## config.mk

```make
export PLATFORM = sky130hd
export DESIGN_NAME = polygon_contour_line_rasterizer
export DESIGN_NICKNAME = d
export VERILOG_FILES = /design/src/hw/rtl/pclr_pkg.sv /design/src/hw/rtl/pclr_line_step.sv /design/src/hw/rtl/polygon_contour_line_rasterizer.sv
export VERILOG_INCLUDE_DIRS = /design/src /design/src/hw/rtl
export SDC_FILE = /design/constraint.sdc
export NUM_CORES = 1
export LEC_CHECK = 0
export BUFFER_PORTS_ARGS = -buffer_cell sky130_fd_sc_hd__buf_2
export CAP_MARGIN = 20
export CORE_MARGIN = 2
export CORE_UTILIZATION = 45
export CTS_BUF_LIST = sky130_fd_sc_hd__clkbuf_16
export DETAILED_ROUTE_END_ITERATION = 8
export PLACE_DENSITY_LB_ADDON = 0.1
export SLEW_MARGIN = 0
export SYNTH_ARGS = -nofsm -noshare
export SYNTH_HDL_FRONTEND = slang
export SYNTH_SLANG_ARGS = --single-unit
```

## constraint.sdc

```tcl
create_clock -name clk -period 12.1 [get_ports clk]
set_input_delay 1.21 -clock clk [delete_from_list [all_inputs] [get_ports clk]]
set_output_delay 1.21 -clock clk [all_outputs]
set_load 0.01 [all_outputs]
```

## src/hw/rtl/assert_macros.svh

```systemverilog
// Assertion macros shared by the RTL. Every macro expects signals named clk and rst in scope.
`ifndef ASSERT_MACROS_SVH
`define ASSERT_MACROS_SVH

// The condition holds at every clock edge outside reset.
`define ASSERT_ALWAYS(label, cond) \
  label: assert property (@(posedge clk) disable iff (rst) (cond)) \
    else $error("%m: invariant violated");

// Whenever the antecedent holds, the consequent holds in the same cycle.
`define ASSERT_IMPLIES(label, ante, cons) \
  label: assert property (@(posedge clk) disable iff (rst) (ante) |-> (cons)) \
    else $error("%m: same-cycle implication violated");

// Whenever the antecedent holds, the consequent holds in the next cycle.
`define ASSERT_NEXT(label, ante, cons) \
  label: assert property (@(posedge clk) disable iff (rst) (ante) |=> (cons)) \
    else $error("%m: next-cycle implication violated");

`endif

```

## src/hw/rtl/pclr_pkg.sv

```systemverilog
`timescale 1ns / 1ps

package pclr_pkg;

  localparam int COORD_BITS = 12;
  localparam int ERR_BITS   = COORD_BITS + 2;
  localparam int COLOR_BITS = 32;
  localparam int DATA_BITS  = ((2 * COORD_BITS + COLOR_BITS + 7) / 8) * 8;
  localparam int PAD_BITS   = DATA_BITS - 2 * COORD_BITS - COLOR_BITS;

  typedef enum logic [1:0] {
    OP_MOVE_TO = 2'd0,
    OP_LINE_TO = 2'd1,
    OP_CLOSE   = 2'd2,
    OP_STEP    = 2'd3
  } op_t;

  typedef logic signed [COORD_BITS-1:0] coord_t;

  typedef struct packed {
    coord_t                      walk_x;
    coord_t                      walk_y;
    coord_t                      end_x;
    coord_t                      end_y;
    logic [COORD_BITS-1:0]       delta_x;
    logic [COORD_BITS-1:0]       delta_y;
    logic                        x_neg;
    logic                        y_neg;
    logic signed [ERR_BITS-1:0]  err;
  } line_t;

endpackage

```

## src/hw/rtl/pclr_line_step.sv

```systemverilog
`timescale 1ns / 1ps

module pclr_line_step (
  input  pclr_pkg::line_t cur,
  output pclr_pkg::line_t nxt,
  output logic            last
);

  logic signed [pclr_pkg::ERR_BITS:0] e2;
  logic signed [pclr_pkg::ERR_BITS:0] dx_w;
  logic signed [pclr_pkg::ERR_BITS:0] dy_w;
  logic signed [pclr_pkg::ERR_BITS:0] err_w;
  logic signed [pclr_pkg::ERR_BITS:0] err_sum;
  logic                               move_x;
  logic                               move_y;

  always_comb begin
    last    = (cur.walk_x == cur.end_x) && (cur.walk_y == cur.end_y);
    e2      = {cur.err, 1'b0};
    dx_w    = $signed({3'b000, cur.delta_x});
    dy_w    = $signed({3'b000, cur.delta_y});
    err_w   = {cur.err[pclr_pkg::ERR_BITS-1], cur.err};
    move_x  = e2 > -dy_w;
    move_y  = e2 < dx_w;
    err_sum = err_w;
    if (move_x) begin
      err_sum = err_sum - dy_w;
    end
    if (move_y) begin
      err_sum = err_sum + dx_w;
    end
    nxt     = cur;
    nxt.err = err_sum[pclr_pkg::ERR_BITS-1:0];
    if (move_x) begin
      nxt.walk_x = cur.x_neg ? cur.walk_x - pclr_pkg::COORD_BITS'(1)
                             : cur.walk_x + pclr_pkg::COORD_BITS'(1);
    end
    if (move_y) begin
      nxt.walk_y = cur.y_neg ? cur.walk_y - pclr_pkg::COORD_BITS'(1)
                             : cur.walk_y + pclr_pkg::COORD_BITS'(1);
    end
  end

endmodule

```

## src/hw/rtl/polygon_contour_line_rasterizer.sv

```systemverilog
`timescale 1ns / 1ps
// Polygon contour rasteriser built on Bresenham line stepping.
// Input words arrive on the s_axis channel: tuser carries the command (move_to, line_to,
// close, step) and tdata carries the vertex and the drawing colour. Each step command
// taken while a line is active yields one pixel word on the m_axis channel; tlast marks
// the final pixel of the line. Other commands yield nothing, and move_to, line_to and close
// commands that arrive while a line is still being drawn are dropped.
// A word is held in an input register, then a single add-and-compare error update moves
// the line and loads the output register, so each pixel passes through both registers
// on its way to m_axis. One word per cycle is sustained while the receiver does not
// stall, which is one pixel per clock while the line runs.
// When the receiver stalls, the pending pixel stays in the output register and the
// next step word waits in the input register; s_axis_tready falls only then. Words that
// yield no pixel keep flowing during a stall.
// A synchronous reset empties both registers, ends any line, and sets the first and
// current vertex to the origin and the latched colour to zero.

`include "assert_macros.svh"

module polygon_contour_line_rasterizer (
  input  logic                           clk,
  input  logic                           rst,
  input  logic                           s_axis_tvalid,
  output logic                           s_axis_tready,
  // vertex_x, vertex_y, draw_color
  input  logic [pclr_pkg::DATA_BITS-1:0] s_axis_tdata,
  // op
  input  logic [1:0]                     s_axis_tuser,
  output logic                           m_axis_tvalid,
  input  logic                           m_axis_tready,
  // pixel_x, pixel_y, pixel_color
  output logic [pclr_pkg::DATA_BITS-1:0] m_axis_tdata,
  output logic                           m_axis_tlast
);

  localparam int CB = pclr_pkg::COORD_BITS;
  localparam int EB = pclr_pkg::ERR_BITS;

  logic                              in_valid;
  pclr_pkg::op_t                     in_op;
  pclr_pkg::coord_t                  in_x;
  pclr_pkg::coord_t                  in_y;
  logic [pclr_pkg::COLOR_BITS-1:0]   in_color;

  pclr_pkg::coord_t                  first_x;
  pclr_pkg::coord_t                  first_y;
  pclr_pkg::coord_t                  current_x;
  pclr_pkg::coord_t                  current_y;
  logic [pclr_pkg::COLOR_BITS-1:0]   latched_color;
  pclr_pkg::line_t                   line;
  logic                              line_active;

  logic                              out_valid;
  pclr_pkg::coord_t                  out_x;
  pclr_pkg::coord_t                  out_y;
  logic [pclr_pkg::COLOR_BITS-1:0]   out_color;
  logic                              out_last;

  pclr_pkg::line_t                   line_stepped;
  logic                              step_last;
  pclr_pkg::line_t                   line_begin;
  pclr_pkg::coord_t                  target_x;
  pclr_pkg::coord_t                  target_y;
  logic signed [CB:0]                diff_x;
  logic signed [CB:0]                diff_y;
  logic signed [CB:0]                abs_x;
  logic signed [CB:0]                abs_y;
  logic                              is_step;
  logic                              emits;
  logic                              advance;
  logic                              load_out;

  pclr_line_step u_step (
    .cur  (line),
    .nxt  (line_stepped),
    .last (step_last)
  );

  always_comb begin
    is_step  = (in_op == pclr_pkg::OP_STEP);
    emits    = is_step && line_active;
    advance  = in_valid && (!emits || !out_valid || m_axis_tready);
    load_out = advance && emits;

    target_x = (in_op == pclr_pkg::OP_CLOSE) ? first_x : in_x;
    target_y = (in_op == pclr_pkg::OP_CLOSE) ? first_y : in_y;
    diff_x   = {target_x[CB-1], target_x} - {current_x[CB-1], current_x};
    diff_y   = {target_y[CB-1], target_y} - {current_y[CB-1], current_y};
    abs_x    = diff_x[CB] ? -diff_x : diff_x;
    abs_y    = diff_y[CB] ? -diff_y : diff_y;

    line_begin.walk_x  = current_x;
    line_begin.walk_y  = current_y;
    line_begin.end_x   = target_x;
    line_begin.end_y   = target_y;
    line_begin.delta_x = abs_x[CB-1:0];
    line_begin.delta_y = abs_y[CB-1:0];
    line_begin.x_neg   = !(current_x < target_x);
    line_begin.y_neg   = !(current_y < target_y);
    line_begin.err     = EB'($signed({2'b00, abs_x[CB-1:0]}) -
                             $signed({2'b00, abs_y[CB-1:0]}));
  end

  assign s_axis_tready = !in_valid || advance;
  assign m_axis_tvalid = out_valid;
  assign m_axis_tdata  = {{pclr_pkg::PAD_BITS{1'b0}}, out_color, out_y, out_x};
  assign m_axis_tlast  = out_last;

  always_ff @(posedge clk) begin
    if (s_axis_tready) begin
      in_op    <= pclr_pkg::op_t'(s_axis_tuser);
      in_x     <= s_axis_tdata[CB-1:0];
      in_y     <= s_axis_tdata[2*CB-1:CB];
      in_color <= s_axis_tdata[2*CB+pclr_pkg::COLOR_BITS-1:2*CB];
    end
    if (load_out) begin
      out_x     <= line.walk_x;
      out_y     <= line.walk_y;
      out_color <= latched_color;
      out_last  <= step_last;
    end
    if (rst) begin
      in_valid      <= 1'b0;
      out_valid     <= 1'b0;
      line_active   <= 1'b0;
      first_x       <= '0;
      first_y       <= '0;
      current_x     <= '0;
      current_y     <= '0;
      latched_color <= '0;
      line          <= '0;
    end else begin
      if (s_axis_tready) begin
        in_valid <= s_axis_tvalid;
      end
      if (load_out) begin
        out_valid <= 1'b1;
      end else if (m_axis_tready) begin
        out_valid <= 1'b0;
      end
      if (advance) begin
        if (is_step) begin
          if (line_active) begin
            if (step_last) begin
              line_active <= 1'b0;
            end else begin
              line <= line_stepped;
            end
          end
        end else if (!line_active) begin
          if (in_op == pclr_pkg::OP_MOVE_TO) begin
            first_x       <= in_x;
            first_y       <= in_y;
            current_x     <= in_x;
            current_y     <= in_y;
            latched_color <= in_color;
          end else begin
            line        <= line_begin;
            line_active <= 1'b1;
            current_x   <= target_x;
            current_y   <= target_y;
          end
        end
      end
    end
  end

  `ASSERT_IMPLIES(a_pixel_needs_line, load_out, line_active)
  `ASSERT_NEXT(a_last_pixel_ends_line, load_out && step_last, !line_active)
  `ASSERT_IMPLIES(a_out_valid_loaded, $rose(out_valid), $past(load_out))

endmodule
```

==> impl_metrics.tcl, run 1 <==
set metrics [dict create \
    hold_buffers 0 \
    numCtsBuffers 31 \
    fmax_ghz 0.1546 \
    grt_pass1_vias 11850 \
    grt_max_degree 74 \
    finalSetupViolations 0 \
    cp_max_fo 14 \
    synth-edff-count 115 \
    drt_iter0_markers 731 \
    fin_nets 1944 \
    grt.overflow.total 0 \
    grt_pass1_wl_um 65140 \
    final-instance-count-excl-fill 2239 \
    drt_wl_total_um 41740 \
    final_common_cell "nand2_1" \
    cap_violations 0 \
    synthTopCellsByArea "edfxtp_1 22%, dfxtp_1 22%, ha_1 9.3%, a21oi_1 5.0%, nand2_1 4.3%" \
    synth.net_count 1845 \
    placed_cells 2181 \
    via_count 12560 \
    hpwl_um 30000 \
    worstSkewPairLatency_ps 580 \
    yosysSeqAreaShare_pct 43.92 \
    cp-end-kind "flop" \
    postSynth.asyncResetShare_pct 0 \
    ir_worst_vdd_v 0.0001271 \
    report.final.slew_viol_count 0 \
    syn_avg_cell_area_um2 9.432 \
    power.share.clock_pct 30.4 \
    antenna_found_initial 1 \
    yosys.area.top_type_share_pct 22.06 \
    cp_data_arrival_time_ps 6950 \
    vias_per_cell 5.611 \
    fin_crit_sh_pct 53.46 \
    fin_setup_tns_ps 0 \
    drive_above_1_share_pct 13.45 \
    gp_congestion 0.8782 \
    comb_power_share_pct 34.5 \
    post_cts_buffers 0 \
    power_density_nw_per_um2 174.4 \
    synth_top_area_cell "edfxtp_1" \
    core_area_um2 34370 \
    area_growth_pct 13.23 \
    portBuffers 120 \
    drtAntennaViolNets 0 \
    worstSetupPathType "flop to flop" \
    cts.path.max_buffers 3 \
    final_cell_mix "179 x nand2_1, 171 x dfxtp_1, 157 x a21oi_1" \
    cp.required_ps 12580 \
    p_leak_nw 6.984 \
    cts-resized-gates 0 \
    power_mw 3.093 \
    hp-class "flop to flop" \
    synthDistinctLibCells 78 \
    clk_pin_slew_ps 60 \
    cts_tree "done" \
    final-hold-violation-count 0 \
    clock_sinks 286 \
    fill_cells 3271 \
    antenna_cells 0 \
    rsz0062_at_grt "no" \
    dieArea_um2 36300 \
    netlist_instances 1660 \
    relSlewSlack_pct 35.64 \
    tightestPinTransition_ps 958.0 \
    core.rowCount 68 \
    ys_warn_count 0 \
    p_sw_share_pct 34.34 \
    internal-power_mw 2.031 \
    die_y_um 190.5 \
    outcome "finished clean" \
    power_switching_mw 1.062 \
    final.min_clock_period_ps 6468 \
    clockRootBuffer "clkbuf_16" \
    regArea_um2 6877 \
    syn-cell-area_um2 15660 \
    grt_use_total_pct 22.68 \
    multiInputGateArea_um2 8194 \
    dr.pass1.iters 5 \
    power_frac_seq_pct 35.1 \
    start_util_pct 45.55 \
    htreeDepth 1 \
    worstSetupStartpointType "flop" \
    io_pins 121 \
    wl_per_cell_um 18.64 \
    drc 0 \
    fin_skew_ps 9.656 \
    synth-main-ff-cell "dfxtp_1" \
    die_w_um 190.5 \
    ys_ff_latch 286 \
]
==> flip-flops by register name, summed over array words and instances, names as in the netlist, 2 cells and up <==
register	cells
current_x	12
current_y	12
first_x	12
latched_color	32
in_y	12
in_x	12
out_color	32
in_op	2
in_color	32
out_x	12
line	88
first_y	12
out_y	12
==> area by class of cell <==
type                    count  area share, %
clock buffers              31          4.375
clock inverters            27          1.362
repair buffers            139          4.206
flip-flops and latches    286          38.79
inverters                  87          1.842
multi-input cells        1214          46.22
well taps                 455          3.211
==> metrics by stage <==
step / util (%) / instance area [um2] / hold slack [ps] / setup slack [ps]
finish: 51.58 / 17730 / 428.9 / 5632
global route: 51.58 / 17730 / 439.7 / 4975
CTS: 51.58 / 17730 / 431.4 / 5560
detailed placement: 48.62 / 16710 / 415.6 / 5602
global placement: 48.62 / 16710 / 410.7 / 5829
floorplan: - / 15660 / 408.1 / 4597
==> cells by family (layout without fill, tap and decap cells) <==
family / after synthesis / count (layout) / share of synthesized area (%)
buf+inv: 160 / 284 / 3.852
simple gates: 489 / 489 / 14.46
xor+xnor: 106 / 106 / 5.929
flops: 286 / 286 / 43.92
mux: 48 / 48 / 3.316
fa+ha+maj: 123 / 123 / 10.16
compound gates: 448 / 448 / 18.36
==> critical path, cell delays in order, from the launching register on <==
cell and delay (ps):
dfxtp_1 350, nor4_1 420, nand2_1 130, nor2_1 140
nand2_1 150, o41ai_1 260, o21ai_0 150, ha_1 190
a21o_1 170, a2111oi_0 570, a211oi_1 160, nor2_1 400
buf_4 310, mux2_2 400, fa_1 440, a21oi_1 170
nor2b_1 80, o31a_1 260, o41ai_1 600, o311ai_0 270
nor3_1 250, o21a_1 160, o21ai_0 70, a221oi_1 280
==> path summary, 6_finish.rpt <==
check,cells past startpoint,slack (ps),startpoint,endpoint
max,23,5630,line[18]$_SDFFE_PP0P_,line[12]$_SDFFE_PP0P_
min,0,430,latched_color[22]$_SDFFE_PP0P_,out_color[22]$_DFFE_PP_
max reg2reg,23,5630,line[18]$_SDFFE_PP0P_,line[12]$_SDFFE_PP0P_
min reg2reg,0,430,latched_color[22]$_SDFFE_PP0P_,out_color[22]$_DFFE_PP_
==> cells in the mapped netlist, types with 4 or more instances <==
cell,n
nand2_1,180
dfxtp_1,171
a21oi_1,157
nor2_1,126
ha_1,116
edfxtp_1,115
inv_1,87
o21ai_0,77
xnor2_1,62
clkbuf_1,61
a22oi_1,59
xor2_1,44
nor3_1,38
mux2_2,31
a211oi_1,23
nand3_1,23
and2_1,21
nor2b_1,21
a21o_1,18
mux2i_1,17
nand4_1,16
o21a_1,15
nand2b_1,13
a31oi_1,12
nor4_1,12
buf_1,10
a221oi_1,8
o31a_1,8
or3_1,8
fa_1,7
o31ai_1,7
nand3b_1,6
o21bai_1,6
o41ai_1,6
or2_2,6
a21boi_0,5
and3_1,5
a2111oi_0,4
o211ai_1,4
==> routing by layer <==
layer	routed length (um)	vias to the layer above	GRT usage [%]	part of all wire [%]
met5	13	-	0	0.031
met4	615	2	3.906	1.5
met3	2492	51	3.957	6.0
met2	19320	310	37.57	46
met1	19300	6017	31.42	46
li1	-	6183	-	-
==> power groups by stage <==
stage               Sequential, mW  Combinational [mW]  Clock [mW]
finish                        1.09                1.07       0.940
global route                  1.09                1.18       0.994
CTS                           1.08                1.06       0.961
detailed placement            1.11                1.06           0
global placement              1.10                1.04           0
floorplan                     1.09               0.819           0
(Power assumes the default switching activity.)
==> run 2, diff against run 1 <==
- ABC_AREA: default -> 1
- clock period: 12.1 -> 5.2 ns (I/O delays scaled with it)
==> impl_metrics.tcl, run 2 <==
set metrics [dict create \
    synth-edff-count 115 \
    ys_warn_count 0 \
    antenna_cells 0 \
    top_layer_used "met4" \
    fmax_ghz 0.2086 \
    drc 0 \
    critPathLaunch "in_op[0]$_DFFE_PP_" \
    netlist_instances 2143 \
    clk_pin_slew_ps 60 \
    io_pins 121 \
    portBuffers 120 \
    outcome "finished clean" \
    yosys.area.top_type_share_pct 20.87 \
    yosysSeqAreaShare_pct 41.56 \
    worstSkewPairLatency_ps 530 \
    core_area_um2 36430 \
    final-hold-violation-count 0 \
    start_util_pct 45.41 \
    drt_iter0_markers 1039 \
    hpwl_um 35630 \
    postSynth.asyncResetShare_pct 0 \
    place_ws_ps 8.148 \
    area_growth_pct 14.29 \
    regToRegStartpoint "in_op[0]$_DFFE_PP_" \
    synth_top_area_cell "edfxtp_1" \
    syn-cell-area_um2 16540 \
    clockRootBuffer "clkbuf_16" \
    met3WireLength_um 2295 \
    fill_cells 3559 \
    fin_setup_tns_ps 0 \
    final-instance-count-excl-fill 2764 \
    ir_worst_vdd_v 0.0002938 \
    hold_buffers 0 \
    finalSetupViolations 0 \
    final_common_cell "nand2_1" \
    report.final.slew_viol_count 0 \
    dieArea_um2 38320 \
    synthDistinctLibCells 50 \
    synth.net_count 2328 \
    hp-class "input pin to flop" \
    worstSetupStartpointType "flop" \
    crit_top_cell "nand2_1" \
    fin_nets 2456 \
    syn_avg_cell_area_um2 7.720 \
    wl_met2_um 21760 \
    cp_max_fo 18 \
    design_area_um2 18910 \
    slowest_stage "edfxtp_1" \
    cts.path.max_buffers 3 \
    die_w_um 195.7 \
    drtAntennaViolNets 0 \
    clock_sinks 286 \
    top_register "line" \
    antenna_found_initial 0 \
    ys_ff_latch 286 \
    drive_above_1_share_pct 12.11 \
    cpPeakStageDelay_ps 390 \
    power_density_nw_per_um2 366.8 \
    vias_per_cell 5.240 \
    setup_slack_ps 406.4 \
    relSlewSlack_pct 31.65 \
    met1_length_um 22630 \
    grt_pass1_vias 13600 \
    die_y_um 195.7 \
    grt_use_total_pct 24.76 \
    fin_skew_ps 17.21 \
    via_count 14480 \
    fin_crit_sh_pct 92.19 \
    numCtsBuffers 34 \
    final_cell_mix "512 x nand2_1, 279 x inv_1, 178 x nor2_1" \
    grt_max_degree 81 \
    yosysMostFrequentCell "nand2_1" \
    cp_data_arrival_time_ps 5200 \
    core.rowCount 70 \
    yosys-top-cells-count "515 x nand2_1, 276 x inv_1, 178 x nor2_1, 172 x a21oi_1, 171 x dfxtp_1" \
    gp_congestion 0.8994 \
    drt_wl_total_um 47700 \
    synth-main-ff-cell "dfxtp_1" \
    cap_violations 0 \
    p_leak_nw 8.503 \
    cts_tree "done" \
    grt_pass1_wl_um 74810 \
    largest_reg_flops 88 \
    final.min_clock_period_ps 4794 \
    cp.required_ps 5600 \
    wl_per_cell_um 17.26 \
    worstSetupPathType "flop to flop" \
    hp-start "s_axis_tdata[1]" \
    dr.pass1.iters 5 \
    placed_cells 2688 \
    grt.overflow.total 0 \
    tightestPinTransition_ps 1025 \
    htreeDepth 2 \
    cp-end-kind "flop" \
    post_dp_cell_area_um2 17620 \
    synthTopCellsByArea "edfxtp_1 21%, dfxtp_1 21%, nand2_1 12%, ha_1 8.8%, inv_1 6.3%" \
]
run 2: metrics by stage:
stage | utilization (%) | total power, mW | hold slack [ps]
after floorplan | - | 4.050 | 409.0
after global placement | 48.36 | 4.565 | 412.0
after detailed placement | 48.36 | 4.571 | 420.2
after CTS | 51.30 | 6.894 | 147.0
after global routing | 51.90 | 7.350 | 151.9
final | 51.90 | 6.936 | 169.6
run 2: path summary, 6_finish.rpt:
kind | endpoint | slack [ps] | cells past startpoint
max | line[10]$_SDFFE_PP0P_ | 410 | 31
min reg2reg | out_color[10]$_DFFE_PP_ | 430 | 0
max reg2reg | line[10]$_SDFFE_PP0P_ | 410 | 31
min | in_x[1]$_DFFE_PP_ | 170 | 1
run 2: power by group:
part	switching [mW]	leakage, nW	internal (mW)	total (mW)
clock network	0.963	0.542	1.35	2.31
logic	1.38	5.42	0.742	2.13
registers	0.0845	2.55	2.41	2.49
run 2: repair_timing:
| item | CTS | global route |
|---|---|---|
| pin swaps | 0 | 4 |
| endpoints found under the hold margin | 0 | 0 |
| gates resized for setup | 2 | 24 |
| setup buffers | 0 | 13 |
| endpoints found under the setup margin | 1 | 10 |
| cloned | 0 | 2 |
run 2: logic make-up (layout without fill, tap and decap cells):
kind of cell               after synthesis  after routing  synth area share, %
adders and majority gates              123            123                9.620
and+or+nand+nor                        893            894                22.55
xor gates and xnor gates                70             70                3.887
DFF                                    286            286                41.56
muxes                                    2              2               0.1210
AOI/OAI and AO/OA                      420            420                13.90
buffers and inverters                  349            501                8.357
run 2: cell type report:
class | count | area (um2) | share of cell area [%]
clock inverters | 25 | 172.7 | 0.9132
multi-input cells | 1509 | 8381 | 44.32
repair buffers | 161 | 938.4 | 4.963
well taps | 468 | 585.6 | 3.097
inverters | 279 | 1054 | 5.572
flip-flops and latches | 286 | 6877 | 36.37
clock buffers | 36 | 900.9 | 4.764
run 2: layer usage:
metal	up-vias	track usage (%)
met4	0	6.538
li1	7336	-
met1	6696	35.15
met5	-	0
met2	381	40.37
met3	70	2.647
run 2: critical path, delay by kind of cell (launching register included):
| family | cells | cell delay, ps |
|---|---|---|
| flops | 1 | 390 |
| buf+inv | 8 | 1020 |
| simple gates | 12 | 1290 |
| fa+ha+maj | 3 | 1010 |
| compound gates | 8 | 950 |
==> run 3, diff against run 2 <==
- CORE_UTILIZATION: 45 -> 55
- HOLD_SLACK_MARGIN: default -> 0.06
- MAX_ROUTING_LAYER: default -> met4
==> impl_metrics.tcl, run 3 (same netlist as run 2, synthesis figures left out) <==
set metrics [dict create \
    comb_power_share_pct 30.9 \
    worstSetupStartpointType "flop" \
    final.min_clock_period_ps 4854 \
    grt_use_total_pct 30.66 \
    drive_above_1_share_pct 11.72 \
    gr-usage-met3_pct 6.362 \
    final-hold-violation-count 0 \
    clockRootBuffer "clkbuf_16" \
    outcome "finished clean" \
    grtUsageMet1_pct 44.10 \
    portBuffers 120 \
    ff2ff_path_depth 26 \
    internal-power_mw 4.525 \
    power_mw 6.983 \
    use_met2_pct 43.06 \
    clock_sinks 286 \
    grt_max_degree 92 \
    core.rowCount 63 \
    die_w_um 177.4 \
    power_frac_seq_pct 35.7 \
    p_leak_nw 8.484 \
    slowest_stage "fa_1" \
    die_y_um 177.4 \
    tightestPinTransition_ps 1116 \
    fin_crit_sh_pct 93.34 \
    drc 0 \
    place_ws_ps 97.09 \
    crit_cells 26 \
    cpLargestDelayFamily "compound AO/OA/AOI/OAI gates" \
    final_util_pct 63.32 \
    setup_slack_ps 346.1 \
    vias_per_cell 5.546 \
    grt_pass1_vias 13530 \
    power.share.clock_pct 33.5 \
    grt.overflow.total 0 \
    gp_congestion 0.9667 \
    dieArea_um2 31490 \
    cp-end-kind "flop" \
    finalSetupViolations 0 \
    fmax_ghz 0.2060 \
    largest_reg_flops 88 \
    numCtsBuffers 34 \
    power_density_nw_per_um2 372.1 \
    cpPeakStageDelay_ps 480 \
    worstSkewPairLatency_ps 520 \
    min_path_cells 1 \
    start_util_pct 55.82 \
    cts.path.max_buffers 3 \
    cp_data_arrival_time_ps 5270 \
    hpwl_um 34940 \
    p_sw_share_pct 35.21 \
    cts_tree "done" \
    cp.required_ps 5620 \
    fin_skew_ps 11.49 \
    via_count 14850 \
    antenna_found_initial 0 \
    hp-class "input pin to flop" \
    cp_max_fo 21 \
    report.final.slew_viol_count 0 \
    core_area_um2 29640 \
    cap_violations 0 \
    crit_top_cell "nand2_1" \
    grt_busiest_layer "met1" \
    area_growth_pct 13.43 \
    io_pins 121 \
    drt_wl_total_um 47270 \
    worstSetupPathType "flop to flop" \
    power_switching_mw 2.459 \
    ir_worst_vdd_v 0.0002646 \
    drtAntennaViolNets 0 \
    design_area_um2 18770 \
    r2r_slack_ps 350 \
    final_common_cell "nand2_1" \
    critPathBufInv 3 \
    final_cell_mix "513 x nand2_1, 281 x inv_1, 178 x nor2_1" \
    relSlewSlack_pct 25.63 \
    dr.pass1.iters 7 \
    fin_nets 2446 \
    grt_pass1_wl_um 73020 \
    post_dp_cell_area_um2 17530 \
    wl_per_cell_um 17.65 \
    hold_buffers 0 \
    drt_iter0_markers 1490 \
    top_register "line" \
    clk_pin_slew_ps 60 \
    htreeDepth 2 \
]
## run 3: cell count changes in the layout (fill, tap and decap cells not counted), sizes merged
cell      delta
buf         -10
diode        +1
nand2        -1
inv          +5
clkinvlp     -1
clkinv       -2
## run 3: final timing paths
kind                                  start                 endpoint
max                      in_op[1]$_DFFE_PP_     line[7]$_SDFFE_PP0P_
min                        s_axis_tdata[24]    in_color[0]$_DFFE_PP_
max reg2reg              in_op[1]$_DFFE_PP_     line[7]$_SDFFE_PP0P_
min reg2reg  latched_color[24]$_SDFFE_PP0P_  out_color[24]$_DFFE_PP_
## run 3: final cells by class
| type | instances | area [um2] |
|---|---|---|
| repair inverters | 1 | 7.507 |
| flip-flops and latches | 286 | 6877 |
| clock buffers | 36 | 900.9 |
| well taps | 390 | 488.0 |
| repair buffers | 151 | 863.3 |
| multi-input cells | 1508 | 8356 |
| inverters | 279 | 1056 |
| fillers | 2698 | 10870 |
| clock inverters | 26 | 216.5 |
| diodes | 1 | 2.502 |
## run 3: timing repair
| action | in CTS | in global routing |
|---|---|---|
| endpoints found under the setup margin | 0 | 10 |
| gates resized for setup | 0 | 22 |
| buffers inserted | 0 | 2 |
## run 3: routing by layer
| layer | share of wire, % | vias up |
|---|---|---|
| met3 | 10 | 92 |
| met2 | 41 | 672 |
| met1 | 46 | 6762 |
| met5 | 0 | - |
| li1 | - | 7327 |
| met4 | 3.0 | 0 |
## run 3: stage by stage
stage	setup TNS (ps)	instances	hold WS, ps
finish	0	2678	170.8
detailed placement	0	2611	415.5
CTS	0	2673	159.6
global route	-100.3	2677	156.5
global placement	0	2611	411.8
floorplan	0	2143	409.0
## run 3: worst reg2reg max path: stages (launching register included)
cell,delay (ps)
edfxtp_1,410
ha_2,240
clkbuf_16,200
o21ai_0,330
inv_1,130
fa_1,480
o21ai_2,240
nand2_2,100
nand3_2,90
nand2_2,60
nand2_2,60
nand2_1,60
nand4_1,170
nand2_4,190
o21ai_2,110
o21ai_0,100
ha_1,340
a21oi_1,180
nand2_1,100
nand2_1,90
nand2_1,60
a21oi_1,200
o21ai_0,170
o21ai_0,380
nand3_1,130
nand2_1,80
inv_1,40
## run 3: power by group through the flow
stage / registers [mW] / clock network, mW / logic [mW]
after global placement: 2.53 / 0 / 2.04
after global routing: 2.50 / 2.45 / 2.40
final: 2.49 / 2.34 / 2.16
after detailed placement: 2.53 / 0 / 2.05
after CTS: 2.48 / 2.37 / 2.06
after floorplan: 2.50 / 0 / 1.55
